**src/hw/rtl/bit_sliced_hamming_encoder_macros.svh**
```systemverilog
// Assertion macros shared by the encoder RTL.
// No dependencies; taken in by `include where assertions are written.
`ifndef BIT_SLICED_HAMMING_ENCODER_MACROS_SVH
`define BIT_SLICED_HAMMING_ENCODER_MACROS_SVH

// Same-cycle implication, disabled while reset is held.
`define BSHE_ASSERT_IMP(label, clk, rst_n, ante, cons) \
    label: assert property (@(posedge clk) disable iff (!(rst_n)) (ante) |-> (cons)) \
        else $error("bshe assertion failed");

// Next-cycle implication, disabled while reset is held.
`define BSHE_ASSERT_NXT(label, clk, rst_n, ante, cons) \
    label: assert property (@(posedge clk) disable iff (!(rst_n)) (ante) |=> (cons)) \
        else $error("bshe assertion failed");

`endif

```
**src/hw/rtl/bshe_pkg.sv**
```systemverilog
// Shared widths, request codes, read-decode struct and helpers for the
// byte-interleaved Hamming encoder. No dependencies.
package bshe_pkg;

    localparam int BYTE_W = 8;
    localparam int LEN_W  = 11;  // counts, positions, lengths
    localparam int POS_W  = 12;  // 1-based position of a read, one bit wider
    localparam int LG_W   = 4;   // log2 of a position

    localparam logic REQ_LOAD = 1'b0;
    localparam logic REQ_READ = 1'b1;

    // Decode of one read request against the current message.
    typedef struct packed {
        logic [LEN_W-1:0] len;     // codeword length
        logic             bad;     // read_pos >= len
        logic             is_par;  // position is a power of two
        logic             par_ok;  // parity slot exists for this position
        logic [LG_W-1:0]  lg;      // parity slot index
        logic [LEN_W-1:0] idx;     // data store index
        logic             idx_ok;  // data store entry holds this position
    } t_rd_info;

    function automatic logic is_pow2(input logic [POS_W-1:0] v);
        return (v != '0) && ((v & (v - POS_W'(1))) == '0);
    endfunction

    function automatic logic [LG_W-1:0] floor_log2(input logic [POS_W-1:0] v);
        logic [LG_W-1:0] r;
        r = '0;
        for (int i = 0; i < POS_W; i++) begin
            if (v[i]) begin
                r = LG_W'(i);
            end
        end
        return r;
    endfunction

endpackage

```
**src/hw/rtl/bshe_locate.sv**
```systemverilog
// Read-request decoder: parity count, codeword length and the source
// (parity slot or data store entry) of one codeword byte. Uses bshe_pkg.
module bshe_locate #(
    parameter int MAX_DATA     = 1024,
    parameter int PARITY_SLOTS = 11
) (
    input  logic [bshe_pkg::LEN_W-1:0] i_count,
    input  logic [bshe_pkg::LEN_W-1:0] i_read_pos,
    output bshe_pkg::t_rd_info         o_info
);

    localparam logic [bshe_pkg::LEN_W-1:0] MAX_L = bshe_pkg::LEN_W'(MAX_DATA);

    logic [bshe_pkg::LG_W-1:0]  p;
    logic                       found;
    logic [bshe_pkg::POS_W-1:0] count_w;
    logic [bshe_pkg::POS_W-1:0] len_w;
    logic [bshe_pkg::POS_W-1:0] pos;

    assign count_w = {1'b0, i_count};

    // smallest p >= 2 with p + n < 2^p, capped at the slot count
    always_comb begin
        p     = bshe_pkg::LG_W'(2);
        found = 1'b0;
        for (int k = 2; k < PARITY_SLOTS; k++) begin
            if (!found) begin
                if ((count_w + bshe_pkg::POS_W'(k)) >= bshe_pkg::POS_W'(1 << k)) begin
                    p = bshe_pkg::LG_W'(k + 1);
                end else begin
                    found = 1'b1;
                end
            end
        end
    end

    assign len_w = count_w + bshe_pkg::POS_W'(p);
    assign pos   = {1'b0, i_read_pos} + bshe_pkg::POS_W'(1);

    always_comb begin
        o_info.len    = len_w[bshe_pkg::LEN_W-1:0];
        o_info.bad    = (i_read_pos >= o_info.len);
        o_info.is_par = bshe_pkg::is_pow2(pos);
        o_info.lg     = bshe_pkg::floor_log2(pos);
        o_info.par_ok = !o_info.bad && o_info.is_par && (o_info.lg < p)
                        && (o_info.lg < bshe_pkg::LG_W'(PARITY_SLOTS));
        // data index = position - 1 - (number of parity slots below it)
        o_info.idx    = i_read_pos - bshe_pkg::LEN_W'(o_info.lg) - bshe_pkg::LEN_W'(1);
        o_info.idx_ok = !o_info.bad && !o_info.is_par && (o_info.idx < i_count)
                        && (o_info.idx < MAX_L);
    end

endmodule

```
**config.mk**
```make
export PLATFORM = sky130hd
export DESIGN_NAME = bshe_locate
export DESIGN_NICKNAME = d
export VERILOG_FILES = /design/src/hw/rtl/bit_sliced_hamming_encoder_macros.svh /design/src/hw/rtl/bshe_pkg.sv /design/src/hw/rtl/bshe_locate.sv
export SDC_FILE = /design/constraint.sdc
export NUM_CORES = 1
export LEC_CHECK = 0
export BUFFER_PORTS_ARGS = -buffer_cell sky130_fd_sc_hd__buf_4
export CAP_MARGIN = 20
export CORE_UTILIZATION = 43
export DETAILED_ROUTE_END_ITERATION = 16
export PLACE_DENSITY = 0.73
export SKIP_LAST_GASP = 1
export SYNTH_ARGS = -nofsm -noshare
export SYNTH_HDL_FRONTEND = slang
export SYNTH_SLANG_ARGS = --single-unit
```
**constraint.sdc**
```tcl
create_clock -name vclk -period 6.6
set_input_delay 0.99 -clock vclk [all_inputs]
set_output_delay 0.99 -clock vclk [all_outputs]
set_load 0.05 [all_outputs]
```
-- After elaboration in Yosys (flattened, before gate mapping)
Cells that the tools add are included.
- register bits: 0
- input bits: 22
- output and inout bits: 30
- word-level logic and storage cells: 83
- add/sub/neg operators: 14
- magnitude comparators: 14
- muxes and demuxes: 43
- bitwise logic cells: 1
- reduce and logical (&&, ||, !) cells: 11
- operator list (operator ; count):
    $mux W4 ; 24
    $add A11 B3 Y12 const B ; 4
    $add A11 B4 Y12 const B ; 3
    $add A11 B2 Y12 const B ; 2
    $mux W1 ; 17
    $add A11 B1 Y12 const B ; 1
    $and A12 B12 Y12 ; 1
    $ge A12 B10 Y1 const B ; 1
    $ge A12 B11 Y1 const B ; 1
    $ge A12 B3 Y1 const B ; 1
    $ge A12 B4 Y1 const B ; 1
    $ge A12 B5 Y1 const B ; 1
    $ge A12 B6 Y1 const B ; 1
    $ge A12 B7 Y1 const B ; 1
    $ge A12 B8 Y1 const B ; 1
    $ge A12 B9 Y1 const B ; 1
    $logic_not A12 Y1 ; 1
    $reduce_bool A12 Y1 ; 1
    $sub A12 B1 Y12 const B ; 1
    $add A11 B4 Y11 ; 1
    $ge A11 B11 Y1 ; 1
    $lt A11 B11 Y1 ; 1
    $lt A11 B11 Y1 const B ; 1
    $sub A11 B1 Y11 const B ; 1
    6 further kinds ; 14

-- Depth between registers and ports, before layout
- depth after elaboration: 25
- gate-level depth with buffers: 23
- mapped depth without buffers: 22

-- Worst setup path after synthesis
No wires, ideal clock.
- path kind: input port to output port
- start: input port i_count[1] in the netlist's numbering
- end: output port o_info[0] in the netlist's numbering
- arrival time: 7433 ps
- data required time: 5610 ps
- setup slack: -1823 ps
- stages: 20
- path buffers: 1
- path through: buf_4 > inv_1 > ha_1 > or4_1 > o211ai_2 > nand3_1 > o31a_2 > o41ai_2 > ha_1 > inv_1 > fa_1 > xnor2_1 > inv_1 > ha_1 > a21oi_1 > o21ai_1 > a21o_1 > a2111oi_0 > o21ai_0 > nor3b_1
- RTL lines (element ; line ; text):
    start: declaration ; bshe_locate.sv:7 ; input logic [bshe_pkg::LEN_W-1:0] i_count,
    end: declaration ; bshe_locate.sv:9 ; output bshe_pkg::t_rd_info o_info

==> summary.md <==
| Metric | Value |
|---|---|
| GRT Total Usage | `0.282` |
| Pwr Density | `98.2 nW/µm²` |
| Pre-Repair DR Iteration Count | `5` |
| Max-slew headroom | `0.646` |
| Synth unique cells | `64` |
| Fill count | `520` |
| Post-route ant nets | `0` |
| Largest net degree at the start of global routing | `23` |
| CLK BUF | `0` |
| Finish-stage setup viols | `0` |
| Synthesized cell area | `2660 µm²` |
| Share of post-route cells with drive strength above 1 | `0.340` |
| Syn Nets | `454` |
| CP Launch Point | `i_count[3]` |
| RSZ-0062 raised after global routing | `true` |
| WP data arrival | `5.55 ns` |
| Post-Route WL | `9480 µm` |
| Bufs and invs on worst path | `5` |
| F_max | `153 MHz` |
| Seq/Total Area, Yosys | `0` |
| Actual slew at the worst max-slew pin | `0.524 ns` |
| Post-Route Setup TNS | `0 ns` |
| Pins Over Slew Limit | `0` |
| DRT iter0 DRCs | `447` |
| Crit path to | `o_info[16]` |
| FF/Latch Area | `0 µm²` |
| Crit-path cells | `buf_12, ha_4, buf_8, a21oi_4, or4_4, o211ai_2, nand3_2, o31a_4, o41ai_4, ha_2, inv_2, fa_2, inv_2, a21o_1, a21oi_2, xnor2_2, ha_1, a21oi_1, o21ai_1, a21o_1, a2111oi_4, o21ai_4, nor4_4, buf_6` |
| Final net count | `530` |
| Boundary Pins | `52` |
| FFs & Latches | `0` |
| Final HPWL DP | `7220 µm` |
| Synth warnings | `0` |
| Die Height | `80.6 µm` |
| Post-CTS Hold Fix Bufs | `0` |
| Synthesis-to-finish area growth | `45.7%` |
| CP top delay family | `compound AO/OA/AOI/OAI gates` |
| Area of the multi-input gates | `2840 µm²` |
| Vias/cell | `6.20` |
| Synthesized area per cell | `6.90 µm²` |
| Final period util | `0.992` |
| Status | `finished clean` |
| Hold Fails Final Rpt | `0` |
| Starting Density | `0.446` |
| Grt total ovfl | `0` |
| Residual DRC | `0` |
| Final min period | `6.54 ns` |
| Initial antenna violation count | `0` |
| First-pass GRT wire length | `14500 µm` |
| Max_cap viols | `0` |
| Worst IR Drop VDD | `0.000110 V` |
| Max incr delay on CP | `0.54 ns` |
| Core ar. | `5960 µm²` |
| Critical path launch point type | `input pin` |
| Leakage | `1.76 nW` |
| Type of the worst min-delay path | `input pin to primary output` |
| CP Class | `input pin to primary output` |
| DIE AREA | `6500 µm²` |
| # rows | `28` |
| Antenna diode count | `0` |
| IO buf count | `52` |
| Wire per inst | `17.8 µm` |
| Critical-path top delay cell | `or4_4` |
| Vias in the first global route | `2909` |
| Crit Path Max Fanout | `6` |
| Via count | `3310` |
| GPL Wtd Cong | `0.994` |
| Total power | `0.000380 W` |
| Required @ worst endpoint | `5.61 ns` |
| Syn Inst Count | `385` |
| WP depth | `24` |
| Critical Path End Type | `primary output` |
| Die width | `80.6 µm` |
[cell usage after synthesis, types with 3 or more instances]
library cell | count | share of area
ha_1 | 45 | 0.21
nor3_1 | 6 | 0.011
inv_1 | 30 | 0.042
nand2_1 | 21 | 0.030
and2_1 | 6 | 0.014
nor4_1 | 3 | 0.0071
buf_4 | 4 | 0.011
xor2_1 | 16 | 0.053
nand4_1 | 8 | 0.019
a21o_1 | 13 | 0.037
nand2b_1 | 4 | 0.0094
a31oi_1 | 6 | 0.014
o21a_1 | 6 | 0.017
o21ai_0 | 17 | 0.032
or2_2 | 3 | 0.0071
xnor2_1 | 19 | 0.063
o211ai_1 | 6 | 0.017
a2111oi_0 | 3 | 0.0099
and3_1 | 8 | 0.019
nor2b_1 | 5 | 0.012
or2_0 | 3 | 0.0071
a21oi_1 | 28 | 0.053
or4_1 | 4 | 0.011
clkbuf_1 | 14 | 0.020
a211oi_1 | 4 | 0.011
nor2_1 | 24 | 0.034
nand3_1 | 20 | 0.038
and4_1 | 7 | 0.023
buf_2 | 4 | 0.0075
or3_1 | 3 | 0.0071
a211o_1 | 3 | 0.0099
[cell usage in the layout, fill, tap and decap left out, types with 3 or more instances in the layout]
cell | netlist | layout
nand2b_1 | 4 | 4
nand3_1 | 20 | 19
nand2_1 | 21 | 19
and2_1 | 6 | 6
or2_2 | 3 | 3
o21ai_0 | 17 | 15
xnor2_4 | 0 | 5
nor3_1 | 6 | 5
xor2_2 | 0 | 3
o211ai_1 | 6 | 6
ha_4 | 0 | 4
xor2_1 | 16 | 11
buf_4 | 4 | 90
nor2_1 | 24 | 22
or2_0 | 3 | 3
nand4_1 | 8 | 8
inv_2 | 2 | 6
or3_1 | 3 | 3
a21oi_1 | 28 | 24
and3_1 | 8 | 8
a31oi_1 | 6 | 6
and4_1 | 7 | 6
nor2b_1 | 5 | 5
buf_6 | 0 | 5
nor4_4 | 0 | 3
inv_1 | 30 | 25
ha_1 | 45 | 39
a21o_1 | 13 | 13
o21a_1 | 6 | 6
a211oi_1 | 4 | 3
a21oi_2 | 0 | 3
xnor2_1 | 19 | 12
[timing repair]
item | CTS | global route
gates resized for setup | 9 | 41
cloned | 0 | 1
endpoints found under the setup margin | 2 | 3
endpoints found under the hold margin | 0 | 0
setup buffers | 1 | 11
pin swaps | 4 | 20
[kinds of logic (layout without fill, tap and decap cells)]
family                     count (synthesis)  count (layout)  share of synthesized area
buffers and inverters                     58             132                     0.0900
xor gates and xnor gates                  35              35                      0.115
and+or+nand+nor                          132             132                      0.271
AOI/OAI and AO/OA                        110             110                      0.285
muxes                                      3               3                     0.0118
adders and majority gates                 47              47                      0.227
[cell type report]
| class | instances | area share |
|---|---|---|
| multi-input combinational | 327 | 0.735 |
| timing repair buffer | 99 | 0.208 |
| inverter | 33 | 0.0326 |
| tap | 75 | 0.0242 |
[worst min-delay path: cells and delay by family]
kind,cells,cell delay [ns]
buf+inv,2,0.35
xor+xnor,1,0.09
[report_power, final]
group | internal [W] | leakage, nW | switching [W]
clock | 0 | 0 | 0
combinational | 0.000148 | 1.76 | 0.000232
sequential | 0 | 0 | 0
total | 0.000148 | 1.76 | 0.000232
[stage by stage]
step | hold slack, ns | util | std cells | instance area, µm² | worst slack [ns]
floorplan | 2.10 | - | 385 | 2900 | 0.0473
global placement | 2.42 | 0.591 | 521 | 3520 | 0.0779
detailed placement | 2.41 | 0.591 | 521 | 3520 | -0.123
CTS | 2.41 | 0.599 | 522 | 3560 | 0.000155
global route | 2.45 | 0.650 | 534 | 3870 | -0.125
finish | 2.43 | 0.650 | 534 | 3870 | 0.0557
[how the worst min path moves through the flow]
| stage | from | endpoint | slack (ns) | depth (start not counted) |
|---|---|---|---|---|
| after floorplan | i_read_pos[10] | o_info[11] | 2.10 | 1 |
| after global placement | i_read_pos[7] | o_info[8] | 2.42 | 3 |
| after detailed placement | i_read_pos[7] | o_info[8] | 2.41 | 3 |
| after CTS | i_read_pos[7] | o_info[8] | 2.41 | 3 |
| after global routing | i_read_pos[9] | o_info[10] | 2.45 | 3 |
| final | i_read_pos[9] | o_info[10] | 2.43 | 3 |
[layer usage]
| layer | share of wire | track usage | vias up |
|---|---|---|---|
| met4 | 0.016 | 0.0339 | 0 |
| met2 | 0.45 | 0.453 | 198 |
| met5 | 0 | 0 | - |
| met3 | 0.090 | 0.0136 | 26 |
| met1 | 0.44 | 0.420 | 1524 |
| li1 | - | - | 1562 |
Note: power is estimated with default switching activity, not from simulation.
